--- src/sv/nsht_pkg.sv ---
// ---------------------------------------------------------------------------
// nsht_pkg
// Types and constants shared by the nearest segment hit test unit.
// ---------------------------------------------------------------------------
`default_nettype none
package nsht_pkg;
   localparam int IdWidth    = 16;

   localparam logic [1:0] ACT_BEGIN    = 2'd0;
   localparam logic [1:0] ACT_CIRCLE   = 2'd1;
   localparam logic [1:0] ACT_SEGMENT  = 2'd2;
   localparam logic [1:0] ACT_RESERVED = 2'd3;

   localparam logic [1:0] KIND_NONE   = 2'd0;
   localparam logic [1:0] KIND_CIRCLE = 2'd1;
   localparam logic [1:0] KIND_LINE   = 2'd2;

   localparam logic [1:0] REG_THRESHOLD = 2'd0;

   typedef struct packed {
      logic [1:0]             action;
      logic signed [15:0]     first_x;
      logic signed [15:0]     first_y;
      logic signed [15:0]     second_x;
      logic signed [15:0]     second_y;
      logic [15:0]            radius;
      logic [15:0]            entity_id;
      logic                   last;
   } req_type;

   typedef struct packed {
      logic [1:0]  hit_kind;
      logic [15:0] picked_id;
      logic [34:0] picked_distance_sq;
   } rsp_type;
endpackage
`default_nettype wire

--- src/sv/nsht_queue.sv ---
// ---------------------------------------------------------------------------
// nsht_queue
// Two-entry queue between the front end and the distance engine.
// ---------------------------------------------------------------------------
`default_nettype none
module nsht_queue (
   input  wire logic             clock,
   input  wire logic             reset,
   input  wire logic             push,
   input  nsht_pkg::req_type     push_data,
   output logic                  full,
   output logic                  empty,
   input  wire logic             pop,
   output nsht_pkg::req_type     pop_data
);
   import nsht_pkg::*;

   req_type    mem_ff [2];
   logic       wr_ptr_ff, wr_ptr_in;
   logic       rd_ptr_ff, rd_ptr_in;
   logic [1:0] count_ff, count_in;

   always_comb begin
      wr_ptr_in = wr_ptr_ff ^ push;
      rd_ptr_in = rd_ptr_ff ^ pop;
      count_in  = count_ff + {1'b0, push} - {1'b0, pop};
   end

   always_ff @(posedge clock) begin
      if (reset) begin
         wr_ptr_ff <= 1'b0;
         rd_ptr_ff <= 1'b0;
         count_ff  <= 2'd0;
      end else begin
         wr_ptr_ff <= wr_ptr_in;
         rd_ptr_ff <= rd_ptr_in;
         count_ff  <= count_in;
      end
   end

   always_ff @(posedge clock) begin
      if (push) begin
         mem_ff[wr_ptr_ff] <= push_data;
      end
   end

   assign full     = count_ff[1];
   assign empty    = (count_ff == 2'd0);
   assign pop_data = mem_ff[rd_ptr_ff];
endmodule
`default_nettype wire

--- config.mk ---
export PLATFORM = sky130hd
export DESIGN_NAME = nsht_queue
export DESIGN_NICKNAME = d
export VERILOG_FILES = /design/src/sv/nsht_pkg.sv /design/src/sv/nsht_queue.sv
export SDC_FILE = /design/constraint.sdc
export NUM_CORES = 1
export LEC_CHECK = 0
export BUFFER_PORTS_ARGS = -buffer_cell sky130_fd_sc_hd__buf_2
export CAP_MARGIN = 10
export CORE_UTILIZATION = 45
export CTS_BUF_LIST = sky130_fd_sc_hd__clkbuf_8
export CTS_CLUSTER_SIZE = 14
export DETAILED_ROUTE_END_ITERATION = 8
export PLACE_DENSITY = 0.7
export SKIP_LAST_GASP = 1
export SLEW_MARGIN = 20
export SYNTH_ARGS = -nofsm -noshare
export SYNTH_HDL_FRONTEND = slang
export SYNTH_SLANG_ARGS = --single-unit
--- constraint.sdc ---
create_clock -name clock -period 4.95 [get_ports clock]
set_input_delay 0.7425 -clock clock [delete_from_list [all_inputs] [get_ports clock]]
set_output_delay 0.7425 -clock clock [all_outputs]
set_load 0.01 [all_outputs]
======== Word level (Yosys, flattened, before mapping) ========
Memory sizes are Yosys's and may differ from the RTL's. A register that Yosys moved wholly into a read port is not among the register bits.
Index checks and enable logic that the tools add are counted.
storage, ports and cells
  bits of input ports ..................... 103
  logic and storage cells ................. 12
  RAM bits ................................ 198
  output and inout port bits .............. 101
  flip-flop bits (word level) ............. 4
  memories ................................ 1
operators by class
  bitwise logic cells ..................... 2
  add/sub/neg operators ................... 2
  reductions and logical operators ........ 1
  muxes and demuxes ....................... 3
memory list
  name    words  bits a word  rd ports  clocked after memory_dff  wr ports  RTL line          text
  mem_ff  2      99           1         1                         1         nsht_queue.sv:18  req_type mem_ff [2];
operators by type and width
  operator                   number
  2-to-1 mux 1 bit           3
  adder 2 x 1 -> 2 bit       1
  logical NOT 2 bit          1
  subtractor 2 x 1 -> 2 bit  1
  bitwise XOR 1 bit          2

======== Logic depth before layout (Yosys ltp) ========
Gate-level depths: netlist (run 1).
  depth after elaboration ................. 2
  mapped depth ............................ 6
  gate-level depth less buffers ........... 6

======== Worst setup path before layout (run 1) ========
No wires, ideal clock.
  path kind ............................... input port to flip-flop
  start ................................... input push
  end ..................................... memory mem_ff[0][0] in the netlist's numbering (enable)
  stages .................................. 1
  buffers on the path ..................... 0
  library setup time ...................... 470 ps
  data required time ...................... 4480 ps
  slack ................................... 1393 ps
  arrival ................................. 3088 ps
  path through ............................ ha_1
between the ends
  cells in the longest elaborated chain, start to end .. 2
RTL lines
  element                                 RTL line          text
  start: declaration                      nsht_queue.sv:9   input wire logic push,
  2-to-1 mux 1 bit                        nsht_queue.sv:42  if (push) begin
  2-to-1 mux 1 bit (not written as such)  nsht_queue.sv:43  mem_ff[wr_ptr_ff] <= push_data;
  end: declaration                        nsht_queue.sv:18
Every way passes these cells.

==> results_tabular.tex, run 1 <==
\begin{tabular}{lr}
\hline
Metric & Value \\
\hline
\multicolumn{2}{l}{\textbf{Status}} \\
\quad Status & finished clean \\
\multicolumn{2}{l}{\textbf{GRT}} \\
\quad Global-route usage over all layers & 15.26\% \\
\quad First-pass GRT wire length & about 19000 um \\
\quad Via count of the first global-routing pass & 3951 \\
\quad Initial antenna violation count & 3 \\
\quad Pin count of the biggest net entering global routing & just under 80 \\
\quad Overflow after GRT & 0 \\
\multicolumn{2}{l}{\textbf{Placed design}} \\
\quad DP Worst Slack & 2.124 ns \\
\quad Number of I/O port buffers & approximately 200 \\
\quad Global placement routability congestion & 0.7356 \\
\quad DPL Wire Length & $\sim$8400 um \\
\multicolumn{2}{l}{\textbf{Timing}} \\
\quad Minimum setup slack in the final design & between 1.5 and 2 ns \\
\quad Slew headroom & slightly above 30\% \\
\quad Setup repair after global routing missed its margin & false \\
\quad Share of the cycle needed by the critical path after routing & $\sim$67\% \\
\quad Worst-Margin Slew & 1.043 ns \\
\quad Final setup fails & 0 \\
\quad Fmax & 0.3030 GHz \\
\quad Post-route setup TNS & 0 ns \\
\quad Number of pins exceeding their max-slew limit in the final report & 0 \\
\quad Worst Skew & between 0.01 and 0.015 ns \\
\quad Hold violation count in the final report & 0 \\
\quad Min Tclk post-route & 3.300 ns \\
\multicolumn{2}{l}{\textbf{Critical path}} \\
\quad Highest fanout seen on the critical path & between 70 and 80 \\
\quad Critical path arrival & roughly 2.6 ns \\
\quad Element type at the critical path start & flip-flop \\
\quad Sort of element at the end of the critical path & output port \\
\quad Critical Path Start & rd\_ptr\_ff \\
\quad Worst-path cell chain & buf\_4, mux2\_2, buf\_2 \\
\quad Max incr delay on CP & $\sim$1.0 ns \\
\quad Worst-case reg-to-reg path depth & 3 \\
\quad Cell at the slowest stage of the critical path & dfxtp\_4 \\
\quad Critical path buffers and inverters & 2 \\
\quad Worst R2R Setup Slack & between 2 and 3 ns \\
\quad Data required time of the critical path & about 4.2 ns \\
\quad End of the worst register-to-register path & mem\_ff[0][50] \\
\quad Largest delay share family, worst path & flip-flops \\
\quad Worst Path Class, Setup & reg -> out \\
\quad Critical R2R Launch & wr\_ptr\_ff \\
\multicolumn{2}{l}{\textbf{Floorplanning}} \\
\quad Overall die height & between 100 and 150 um \\
\quad Area of the die & about 17000 um2 \\
\quad Area of the core & around 16000 um2 \\
\quad Boundary Pins & 204 \\
\quad Standard-cell row count & 46 \\
\quad Starting density of the core & 46.27\% \\
\quad Horizontal die dimension & between 100 and 150 um \\
\multicolumn{2}{l}{\textbf{Power and ir drop}} \\
\quad Overall power consumption & 0.003807 W \\
\quad Power density over the cells & around 400 nW/um2 \\
\quad Peak VDD IR & about 0.25 mV \\
\quad Leak pwr & approximately 3.5 nW \\
\multicolumn{2}{l}{\textbf{Detailed routing}} \\
\quad Vias after detailed routing & $\sim$3800 \\
\quad Via-to-Cell Ratio & 4.714 \\
\quad Overall routed net length & 13340 um \\
\quad DR WL/cell & between 15 and 20 um \\
\quad Detailed-route DRC error count & 0 \\
\quad DRC marker count from the first detailed-route iteration & $\sim$150 \\
\quad Number of nets with antenna violations after detailed routing & 0 \\
\quad DRT Pass-1 Iters & 4 \\
\multicolumn{2}{l}{\textbf{Final layout}} \\
\quad Total area of multi-input combinational cells & roughly 1200 um2 \\
\quad Leading cell type in the layout, fill and taps excluded & buf\_2 \\
\quad Commonest cells after routing, fill and taps aside & buf\_2, edfxtp\_1, mux2\_2 \\
\quad Area of all sequential standard cells & approximately 6000 um2 \\
\quad Net count, final & 664 \\
\quad Final design utilization & 57.72\% \\
\quad Count of fill cells added during filler insertion & 1299 \\
\quad Synthesis-to-finish area growth & 24.74\% \\
\quad Layout cells sized above 1 & roughly three fifths \\
\multicolumn{2}{l}{\textbf{Clocking}} \\
\quad Resized cells post-CTS & 0 \\
\quad Maximum buffer depth of the clock tree & 3 \\
\quad Clock buffers created by TritonCTS & 34 \\
\quad Setup Fix Bufs, Post-CTS & 0 \\
\quad Clock tree sinks & slightly above 200 \\
\quad CTS tree & built \\
\quad Root Buffer & clkbuf\_8 \\
\quad Number of H-tree levels & 2 \\
\quad Clk\_lat worst skew & between 0.4 and 0.5 ns \\
\quad CTS Hold Bufs & 0 \\
\quad Clock-pin slew reported for the worst setup and hold paths after clock tree synthesis & about 0.070 ns \\
\multicolumn{2}{l}{\textbf{Yosys}} \\
\quad Synthesized area per cell & between 20 and 25 um2 \\
\quad Synthesized netlist cell count & roughly 330 \\
\quad Number of distinct standard cells referenced by the synthesized netlist & 11 \\
\quad Netlist Area Pre-Place & 7403 um2 \\
\quad Ys Warns & 0 \\
\quad Number of flip-flops and latches in the synthesized netlist & just over 200 \\
\quad Synthesized Nets & $\sim$430 \\
\quad Sequential cell area fraction in the yosys report & between 80 and 90\% \\
\multicolumn{2}{l}{\textbf{Flow run}} \\
\quad \# Max-Cap Violations & 0 \\
\multicolumn{2}{l}{\textbf{Hold path}} \\
\quad Hold Path Sink & mem\_ff[0][62] \\
\quad Min-Delay Startpoint & push\_data[62] \\
\quad Cell count of the worst hold path & 1 \\
\quad Worst min-delay path class & in -> reg \\
\hline
\end{tabular}
-- sequential cells by signal, summed over array words and instances (netlist names) --
register and count:
mem_ff 198, count_ff 2, wr_ptr_ff 1, rd_ptr_ff 1
-- routing by layer --
layer / wire, um / vias up / share of wire, % / GRT usage [%]
li1: - / 1766 / - / -
met1: 5158 / 1832 / 39 / 16.69
met2: 6799 / 141 / 51 / 25.84
met3: 1121 / 30 / 8.4 / 6.068
met4: 245 / 2 / 1.8 / 7.456
met5: 11 / - / 0.082 / 0
-- through the flow --
stage | cell area [um2] | instances | hold slack [ns]
finish | 9235 | 800 | 0.4237
global route | 9233 | 799 | 0.3965
CTS | 9230 | 798 | 0.3922
detailed placement | 8592 | 737 | 0.6128
global placement | 8592 | 737 | 0.5982
floorplan | 7403 | 326 | 0.5195
-- cell usage after synthesis, drive strengths merged --
master / number / area [um2]
ha: 4 / 50.05
mux2: 99 / 1115
nor2: 4 / 15.01
dfxtp: 4 / 80.08
xnor3: 1 / 22.52
edfxtp: 198 / 5946
xnor2: 1 / 8.760
buf: 1 / 11.26
inv: 3 / 11.26
clkbuf: 10 / 137.6
nor2b: 1 / 6.260
-- layout make-up --
class / count / area share (%)
Antenna cell: 2 / 0.05419
Clock buffer: 37 / 5.514
Clock inverter: 24 / 1.395
Inverter: 3 / 0.1219
Multi-Input combinational cell: 110 / 13.45
Sequential cell: 202 / 65.29
Tap cell: 216 / 2.926
Timing Repair Buffer: 206 / 11.25
-- how the worst max path moves through the flow --
stage              endpoint  slack [ns]  cells after the start
2_1_floorplan  mem_ff[0][0]        1.39                      1
3_3_place_gp   pop_data[36]        2.18                      3
3_5_place_dp   pop_data[25]        2.12                      3
4_1_cts        pop_data[25]        1.56                      3
5_1_grt        pop_data[34]        1.48                      3
6_report       pop_data[25]        1.65                      3
-- logic make-up (layout without fill, tap and decap cells) --
family                     after synthesis  after routing  share of synthesized area [%]
adders and majority gates                4              4                         0.6760
muxes                                   99             99                          15.06
DFF                                    202            202                          81.39
and+or+nand+nor                          5              5                         0.2873
other                                    0              2                              0
buffers and inverters                   14            270                          2.163
xor gates and xnor gates                 2              2                         0.4225
-- where the power goes --
group	switching, W	internal, W	total (W)	leakage (nW)
logic	0.000194	0.000195	0.000389	1.25
registers	0.0000492	0.00200	0.00205	1.89
clock network	0.000626	0.000743	0.00137	0.354
total	0.000869	0.00294	0.00381	3.50
(Power assumes the default switching activity.)
==> inputs of run 2 (changes only) <==
Settings changed: ABC_AREA from default to 1.
Clock period 4.95 ns to 3.1 ns, I/O delays scaled along.
==> results_tabular.tex, run 2 <==
\begin{tabular}{lr}
\hline
Metric & Value \\
\hline
\multicolumn{2}{l}{\textbf{Timing}} \\
\quad Final setup fails & 0 (unchanged) \\
\quad Share of the cycle needed by the critical path after routing & a little over four fifths \\
\quad Worst-Margin Slew & 0.5343 ns (-0.5083 ns) \\
\quad Slew headroom & 64.38\% (+34 points) \\
\quad Post-route setup TNS & 0 ns (unchanged) \\
\quad Worst Skew & 0.01148 ns (-0.001849 ns) \\
\quad Min Tclk post-route & $\sim$2.6 ns \\
\quad Hold violation count in the final report & 0 (unchanged) \\
\quad Setup repair after global routing missed its margin & false \\
\quad Number of pins exceeding their max-slew limit in the final report & 0 (unchanged) \\
\quad Fmax & approximately 0.38 GHz \\
\multicolumn{2}{l}{\textbf{Final layout}} \\
\quad Number of flip-flops under the largest register name & 198 (unchanged) \\
\quad Largest Register & mem\_ff \\
\quad Design area & 9214 um2 (-0.23\%) \\
\quad Antenna diode instance count & 0 (-2) \\
\quad Leading registers by flop count & mem\_ff x198, count\_ff x2 \\
\quad Final std cells w/o fill & 805 (+0.63\%) \\
\quad Total area of multi-input combinational cells & 1239 um2 (-0.30\%) \\
\quad Area of all sequential standard cells & 6030 um2 (unchanged) \\
\quad Commonest cells after routing, fill and taps aside & buf\_2, edfxtp\_1, mux2\_2 \\
\quad Count of fill cells added during filler insertion & 1295 (-0.31\%) \\
\quad Layout cells sized above 1 & 59.25\% (-1.1 points) \\
\quad Synthesis-to-finish area growth & 24.27\% \\
\quad Leading cell type in the layout, fill and taps excluded & buf\_2 \\
\quad Net count, final & 672 (+1.2\%) \\
\quad Final design utilization & 57.59\% (-0.13 points) \\
\multicolumn{2}{l}{\textbf{Yosys}} \\
\quad Mux cell area share after synthesis & 15.04\% (-0.023 points) \\
\quad Post-Synth Simple-Gate Area & 0.4725\% (+0.19 points) \\
\quad Synthesized Nets & 441 (+1.8\%) \\
\quad Primary flip-flop cell chosen by synthesis mapping & edfxtp\_1 \\
\quad Area share of xor/xnor cells in the synthesized design & 0.1181\% (-0.30 points) \\
\quad Yosys top cell area share & 80.19\% (-0.12 points) \\
\quad Proportion of register bits with asynchronous set or reset after synthesis & 0\% (unchanged) \\
\quad Compound-Gate Fraction of Synth Area & 0.06750\% (+0.067 points) \\
\quad Most repeated cell in the gate-level netlist after synthesis & edfxtp\_1 \\
\quad Leading cell types by count after synthesis & edfxtp\_1, mux2\_2, clkbuf\_8 \\
\quad Number of flops mapped to enable cells by yosys & 198 (unchanged) \\
\quad Sequential cell area fraction in the yosys report & 81.27\% (-0.12 points) \\
\quad Number of distinct standard cells referenced by the synthesized netlist & 12 (+1) \\
\quad Share of synthesized cell area in full adder, half adder and majority cells & 0.6750\% (-0.0010 points) \\
\quad Largest family of logic cells by synthesized area & multiplexers \\
\quad Number of flip-flops and latches in the synthesized netlist & 202 (unchanged) \\
\quad Cell accounting for the most synthesized area & edfxtp\_1 \\
\quad Netlist Area Pre-Place & 7415 um2 (+0.15\%) \\
\quad Main area contributors after synthesis & edfxtp\_1, mux2\_2, clkbuf\_8, dfxtp\_1, ha\_1 \\
\quad Synthesized area per cell & 22.20 um2 (-2.2\%) \\
\quad Ys Warns & 0 (unchanged) \\
\quad Synthesized netlist cell count & 334 (+2.5\%) \\
\multicolumn{2}{l}{\textbf{Floorplanning}} \\
\quad Boundary Pins & 204 (unchanged) \\
\quad Area of the core & 16000 um2 (unchanged) \\
\quad Starting density of the core & 46.34\% (+0.070 points) \\
\quad Overall die height & 130.4 um (about the same) \\
\quad Horizontal die dimension & 130.4 um (about the same) \\
\quad Area of the die & 16990 um2 (+0.15\%) \\
\quad Standard-cell row count & 46 (unchanged) \\
\multicolumn{2}{l}{\textbf{Detailed routing}} \\
\quad DR WL/cell & 16.70 um (+0.21\%) \\
\quad Vias after detailed routing & 3819 (+1.3\%) \\
\quad Detailed-route DRC error count & 0 (unchanged) \\
\quad Via-to-Cell Ratio & 4.744 (+0.64\%) \\
\quad Overall routed net length & 13450 um (+0.83\%) \\
\quad DRC marker count from the first detailed-route iteration & 149 (+1.4\%) \\
\quad DRT Pass-1 Iters & 4 (unchanged) \\
\quad Number of nets with antenna violations after detailed routing & 0 (unchanged) \\
\multicolumn{2}{l}{\textbf{GRT}} \\
\quad Global-route usage over all layers & 15.32\% (+0.068 points) \\
\quad Initial antenna violation count & 0 (-3) \\
\quad Overflow after GRT & 0 (unchanged) \\
\quad Via count of the first global-routing pass & 4008 (+1.4\%) \\
\quad Pin count of the biggest net entering global routing & 53 (-31\%) \\
\quad First-pass GRT wire length & 19640 um (+3.0\%) \\
\multicolumn{2}{l}{\textbf{Hold path}} \\
\quad Worst min-delay path class & in -> reg \\
\quad Hold Path Sink & mem\_ff[1][40] \\
\quad Min-Delay Startpoint & push\_data[40] \\
\quad Cell count of the worst hold path & 1 (unchanged) \\
\multicolumn{2}{l}{\textbf{Placed design}} \\
\quad Cell count after placement & 748 (+1.5\%) \\
\quad Global placement routability congestion & 0.6953 (-5.5\%) \\
\quad Number of I/O port buffers & 203 (unchanged) \\
\quad Placed cell area & 8663 um2 (+0.83\%) \\
\quad DPL Wire Length & 8697 um (+3.7\%) \\
\multicolumn{2}{l}{\textbf{Critical path}} \\
\quad Worst R2R Setup Slack & 1.54 ns (-1.30 ns) \\
\quad Sort of element at the end of the critical path & output port \\
\quad End of the worst register-to-register path & mem\_ff[0][14] \\
\quad Data required time of the critical path & 2.63 ns (-1.58 ns) \\
\quad Highest fanout seen on the critical path & 38 (-50\%) \\
\quad Worst Path Class, Setup & reg -> out \\
\quad Element type at the critical path start & flip-flop \\
\quad Critical path arrival & 2.15 ns (-0.41 ns) \\
\quad Critical R2R Launch & wr\_ptr\_ff \\
\quad Worst-case reg-to-reg path depth & 3 (unchanged) \\
\multicolumn{2}{l}{\textbf{Power and ir drop}} \\
\quad Overall power consumption & 0.005801 W (+52\%) \\
\quad Leak pwr & 3.530 nW (+0.97\%) \\
\quad Power density over the cells & 629.6 nW/um2 (+53\%) \\
\quad Peak VDD IR & 0.3444 mV (+39\%) \\
\multicolumn{2}{l}{\textbf{Clocking}} \\
\quad Clock buffers created by TritonCTS & 31 (-8.8\%) \\
\quad Clk\_lat worst skew & 0.54 ns (+0.05 ns) \\
\quad Number of H-tree levels & 1 (-1) \\
\quad Root Buffer & clkbuf\_8 \\
\quad Clock tree sinks & 202 (unchanged) \\
\quad Setup Fix Bufs, Post-CTS & 0 (unchanged) \\
\quad CTS Hold Bufs & 0 (unchanged) \\
\quad CTS tree & built \\
\quad Resized cells post-CTS & 0 (unchanged) \\
\quad Clock-pin slew reported for the worst setup and hold paths after clock tree synthesis & 0.06 ns (about the same) \\
\quad Maximum buffer depth of the clock tree & 3 (unchanged) \\
\multicolumn{2}{l}{\textbf{Status}} \\
\quad Status & finished clean \\
\multicolumn{2}{l}{\textbf{Flow run}} \\
\quad \# Max-Cap Violations & 0 (unchanged) \\
\hline
\end{tabular}
[run 2: cell types whose count changed in the layout (fill, tap and decap cells not counted), sizes merged]
cell,change
inv,+12
clkinv,-6
clkbuf,-4
buf,+3
nand2,+3
diode,-2
a21oi,+1
bufinv,-1
clkinvlp,-1
nand3,+1
nor2,+1
nor2b,-1
xnor3,-1
[run 2: worst max path at each step]
stage                   endpoint  slack [ns]  startpoint  depth (start not counted)
floorplan           mem_ff[1][0]        0.89        push                          1
global placement     pop_data[9]        1.07   rd_ptr_ff                          3
detailed placement  pop_data[85]        1.04   rd_ptr_ff                          3
CTS                 pop_data[85]        0.44   rd_ptr_ff                          3
global route        pop_data[85]        0.38   rd_ptr_ff                          3
finish              pop_data[85]        0.49   rd_ptr_ff                          3
[run 2: kinds of logic after synthesis]
| group | after synthesis |
|---|---|
| flops | 202 |
| fa+ha+maj | 4 |
| mux | 99 |
| compound gates | 1 |
| buf+inv | 18 |
| xor+xnor | 1 |
| simple gates | 9 |
[run 2: power breakdown]
part	leakage, nW	internal [W]	switching [W]
combinational	1.29	0.000312	0.000334
sequential	1.89	0.00319	0.0000556
clock	0.347	0.000976	0.000935
[run 2: final cells by class]
cell class | count | share of cell area [%]
sequential | 202 | 65.44
multi-input combinational | 114 | 13.44
timing repair buffer | 209 | 11.92
clock buffer | 33 | 4.929
tap | 216 | 2.933
clock inverter | 24 | 1.046
inverter | 7 | 0.2852
[run 2: critical path, stage by stage, from the launching register on]
cell,delay [ns]
dfxtp_4,0.68
buf_4,0.37
mux2_2,0.38
buf_2,0.15
[run 2: layer usage]
layer	global-route usage, %	wire length [um]
met2	26.88	6631
met1	17.00	5089
met3	5.822	1433
met4	5.477	292
met5	0	0
[run 2: stage by stage]
step	hold WS [ns]	setup slack [ns]
3_3_place_gp	0.5558	1.074
6_report	0.1107	0.4895
3_5_place_dp	0.6015	1.040
4_1_cts	0.07090	0.4393
5_1_grt	0.07194	0.3837
2_1_floorplan	0.5317	0.8937
==> inputs of run 3 (changes only) <==
Settings changed: PLACE_DENSITY 0.7 to 0.73.
Clock period 3.1 ns to 2.2 ns, I/O delays scaled along.
==> results_tabular.tex, run 3 (same netlist as run 2, synthesis figures left out) <==
\begin{tabular}{lr}
\hline
Metric & Value \\
\hline
\multicolumn{2}{l}{\textbf{Status}} \\
\quad Status & finished clean \\
\multicolumn{2}{l}{\textbf{Timing}} \\
\quad Min Hold Slack & 0.03631 ns (-0.07442 ns) \\
\quad Share of the cycle needed by the critical path after routing & between 90 and 100\% \\
\quad Worst-Margin Slew & 0.2903 ns (-0.2440 ns) \\
\quad Number of pins exceeding their max-slew limit in the final report & 0 (unchanged) \\
\quad Setup repair after global routing missed its margin & false \\
\quad Slew headroom & 80.65\% (+16 points) \\
\quad Hold violation count in the final report & 0 (unchanged) \\
\quad Post-route setup TNS & 0 ns (unchanged) \\
\quad Worst Skew & 0.01774 ns (+0.006265 ns) \\
\quad Fmax & around 0.49 GHz \\
\quad Final setup fails & 0 (unchanged) \\
\quad Min Tclk post-route & between 2 and 2.5 ns \\
\multicolumn{2}{l}{\textbf{Floorplanning}} \\
\quad Area of the core & 16000 um2 (unchanged) \\
\quad Area of the die & 16990 um2 (unchanged) \\
\quad Horizontal die dimension & 130.4 um (unchanged) \\
\quad Starting density of the core & 46.34\% (unchanged) \\
\quad Overall die height & 130.4 um (unchanged) \\
\quad Standard-cell row count & 46 (unchanged) \\
\quad Boundary Pins & 204 (unchanged) \\
\multicolumn{2}{l}{\textbf{Power and ir drop}} \\
\quad Fraction of power spent switching nets & 22.81\% (about the same) \\
\quad Reg power frac & 53.5\% (-2.4 points) \\
\quad Net switching power figure & 0.001940 W (+46\%) \\
\quad Pint & 0.006565 W (+47\%) \\
\quad Peak VDD IR & 0.5726 mV (+66\%) \\
\quad Combinational fraction of design power & 12.5\% (+1.4 points) \\
\quad Power density over the cells & 849.4 nW/um2 (+35\%) \\
\quad Part of the total power dissipated in the clock network & 34.0\% (+1.1 points) \\
\quad Leak pwr & 3.840 nW (+8.8\%) \\
\multicolumn{2}{l}{\textbf{Hold path}} \\
\quad Worst min-delay path class & in -> reg \\
\multicolumn{2}{l}{\textbf{Clocking}} \\
\quad Maximum buffer depth of the clock tree & 3 (unchanged) \\
\quad Clk\_lat worst skew & 0.49 ns (-0.05 ns) \\
\quad Number of H-tree levels & 2 (+1) \\
\quad CTS tree & built \\
\quad Clock buffers created by TritonCTS & 34 (+9.7\%) \\
\quad Setup Fix Bufs, Post-CTS & 0 (unchanged) \\
\quad Root Buffer & clkbuf\_8 \\
\quad Clock-pin slew reported for the worst setup and hold paths after clock tree synthesis & 0.06 ns (about the same) \\
\quad Clock tree sinks & 202 (unchanged) \\
\multicolumn{2}{l}{\textbf{Critical path}} \\
\quad Critical R2R Launch & count\_ff[0] \\
\quad Highest fanout seen on the critical path & 50 (+32\%) \\
\quad Worst-case reg-to-reg path depth & 9 (+6) \\
\quad Cell at the slowest stage of the critical path & dfxtp\_4 \\
\quad Worst-path cell chain & buf\_16, mux2\_2, buf\_2 \\
\quad Data required time of the critical path & 1.87 ns (-0.76 ns) \\
\quad Sort of element at the end of the critical path & output port \\
\quad Element type at the critical path start & flip-flop \\
\quad Critical path arrival & 1.73 ns (-0.42 ns) \\
\quad Worst R2R Setup Slack & 0.84 ns (-0.70 ns) \\
\quad Critical Path Start & rd\_ptr\_ff \\
\quad Worst Setup EP & pop\_data[29] \\
\quad Max incr delay on CP & 0.40 ns (-0.28 ns) \\
\quad End of the worst register-to-register path & count\_ff[1] \\
\quad Worst Path Class, Setup & reg -> out \\
\multicolumn{2}{l}{\textbf{Placed design}} \\
\quad Number of I/O port buffers & 203 (unchanged) \\
\quad Cell count after placement & 747 (-0.13\%) \\
\quad Global placement routability congestion & 0.6831 (-1.8\%) \\
\quad DPL Wire Length & 8377 um (-3.7\%) \\
\multicolumn{2}{l}{\textbf{Final layout}} \\
\quad Net count, final & 746 (+11\%) \\
\quad Final design utilization & 62.57\% (+5.0 points) \\
\quad Leading cell type in the layout, fill and taps excluded & buf\_2 \\
\quad Antenna diode instance count & 0 (unchanged) \\
\quad Layout cells sized above 1 & 53.41\% (-5.8 points) \\
\quad Final std cells w/o fill & 875 (+8.7\%) \\
\quad Commonest cells after routing, fill and taps aside & buf\_2, edfxtp\_1, mux2\_2 \\
\quad Leading registers by flop count & mem\_ff x198, count\_ff x2 \\
\quad Synthesis-to-finish area growth & 35.03\% \\
\quad Largest Register & mem\_ff \\
\quad Number of flip-flops under the largest register name & 198 (unchanged) \\
\multicolumn{2}{l}{\textbf{Detailed routing}} \\
\quad Overall routed net length & 14560 um (+8.2\%) \\
\quad Detailed-route DRC error count & 0 (unchanged) \\
\quad Number of nets with antenna violations after detailed routing & 0 (unchanged) \\
\quad DR WL/cell & 16.64 um (-0.41\%) \\
\quad Vias after detailed routing & 4152 (+8.7\%) \\
\quad DRC marker count from the first detailed-route iteration & 149 (unchanged) \\
\quad Via-to-Cell Ratio & 4.745 (about the same) \\
\quad DRT Pass-1 Iters & 6 (+2) \\
\multicolumn{2}{l}{\textbf{GRT}} \\
\quad Global-route usage over all layers & 17.14\% (+1.8 points) \\
\quad Overflow after GRT & 0 (unchanged) \\
\quad Pin count of the biggest net entering global routing & 51 (-3.8\%) \\
\quad First-pass GRT wire length & 21780 um (+11\%) \\
\quad Via count of the first global-routing pass & 4501 (+12\%) \\
\quad Initial antenna violation count & 0 (unchanged) \\
\multicolumn{2}{l}{\textbf{Flow run}} \\
\quad \# Max-Cap Violations & 0 (unchanged) \\
\hline
\end{tabular}
## run 3: cell types whose count changed in the layout (fill, tap and decap cells not counted)
cell and change:
clkbuf_8 +4, inv_1 -6, dlygate4sd3_1 +71, clkinv_2 -1, clkinv_1 +2, buf_16 +2
buf_4 -3, buf_12 +1
## run 3: cell type report
class,count,area [um2]
fill,1172,5988
sequential,202,6030
timing repair buffer,280,1862
clock buffer,37,509.2
inverter,7,26.28
clock inverter,19,76.32
multi-input combinational,114,1239
tap,216,270.3
## run 3: critical path, delay by kind of cell, from the launching register on
| kind | cells | cell delay (ns) |
|---|---|---|
| buffers and inverters | 2 | 0.41 |
| flip-flops | 1 | 0.40 |
| multiplexers | 1 | 0.38 |
## run 3: worst min-delay path by stage
stage	startpoint	endpoint	slack, ns	cells after the start
5_1_grt	push_data[14]	mem_ff[0][14]	0.006	1
4_1_cts	push_data[47]	mem_ff[1][47]	0.0002	1
6_report	push_data[14]	mem_ff[1][14]	0.04	1
3_5_place_dp	push_data[32]	mem_ff[1][32]	0.52	1
2_1_floorplan	reset	wr_ptr_ff	0.40	1
3_3_place_gp	push_data[32]	mem_ff[1][32]	0.52	1
## run 3: per-layer routing
layer | GRT usage (%) | routed length, um | vias up
li1 | - | - | 1926
met1 | 18.80 | 5535 | 2038
met2 | 30.82 | 7623 | 161
met3 | 4.879 | 1061 | 27
met4 | 7.708 | 335 | 0
met5 | 0 | 0 | -
## run 3: power by group through the flow
| stage | combinational (W) | sequential, W | clock [W] |
|---|---|---|---|
| 6_report | 0.00107 | 0.00455 | 0.00289 |
| 5_1_grt | 0.00116 | 0.00457 | 0.00315 |
| 4_1_cts | 0.00107 | 0.00455 | 0.00298 |
| 3_5_place_dp | 0.000948 | 0.00463 | 0 |
| 3_3_place_gp | 0.000927 | 0.00461 | 0 |
| 2_1_floorplan | 0.000562 | 0.00462 | 0 |
## run 3: repair_timing
item | 4_1_cts | 5_1_grt
endpoints found under the hold margin | 137 | 0
setup endpoints to repair | 99 | 0
hold buffers | 71 | 0
resized for setup | 2 | 0
## run 3: per-stage QoR
step	power [W]	instance area (um2)	worst slack (ns)
finish	0.008505	10010	0.1435
global route	0.008875	10010	0.06254
CTS	0.008610	10010	0.07037
detailed placement	0.005576	8681	0.4887
global placement	0.005538	8681	0.4958
floorplan	0.005179	7420	0.1126
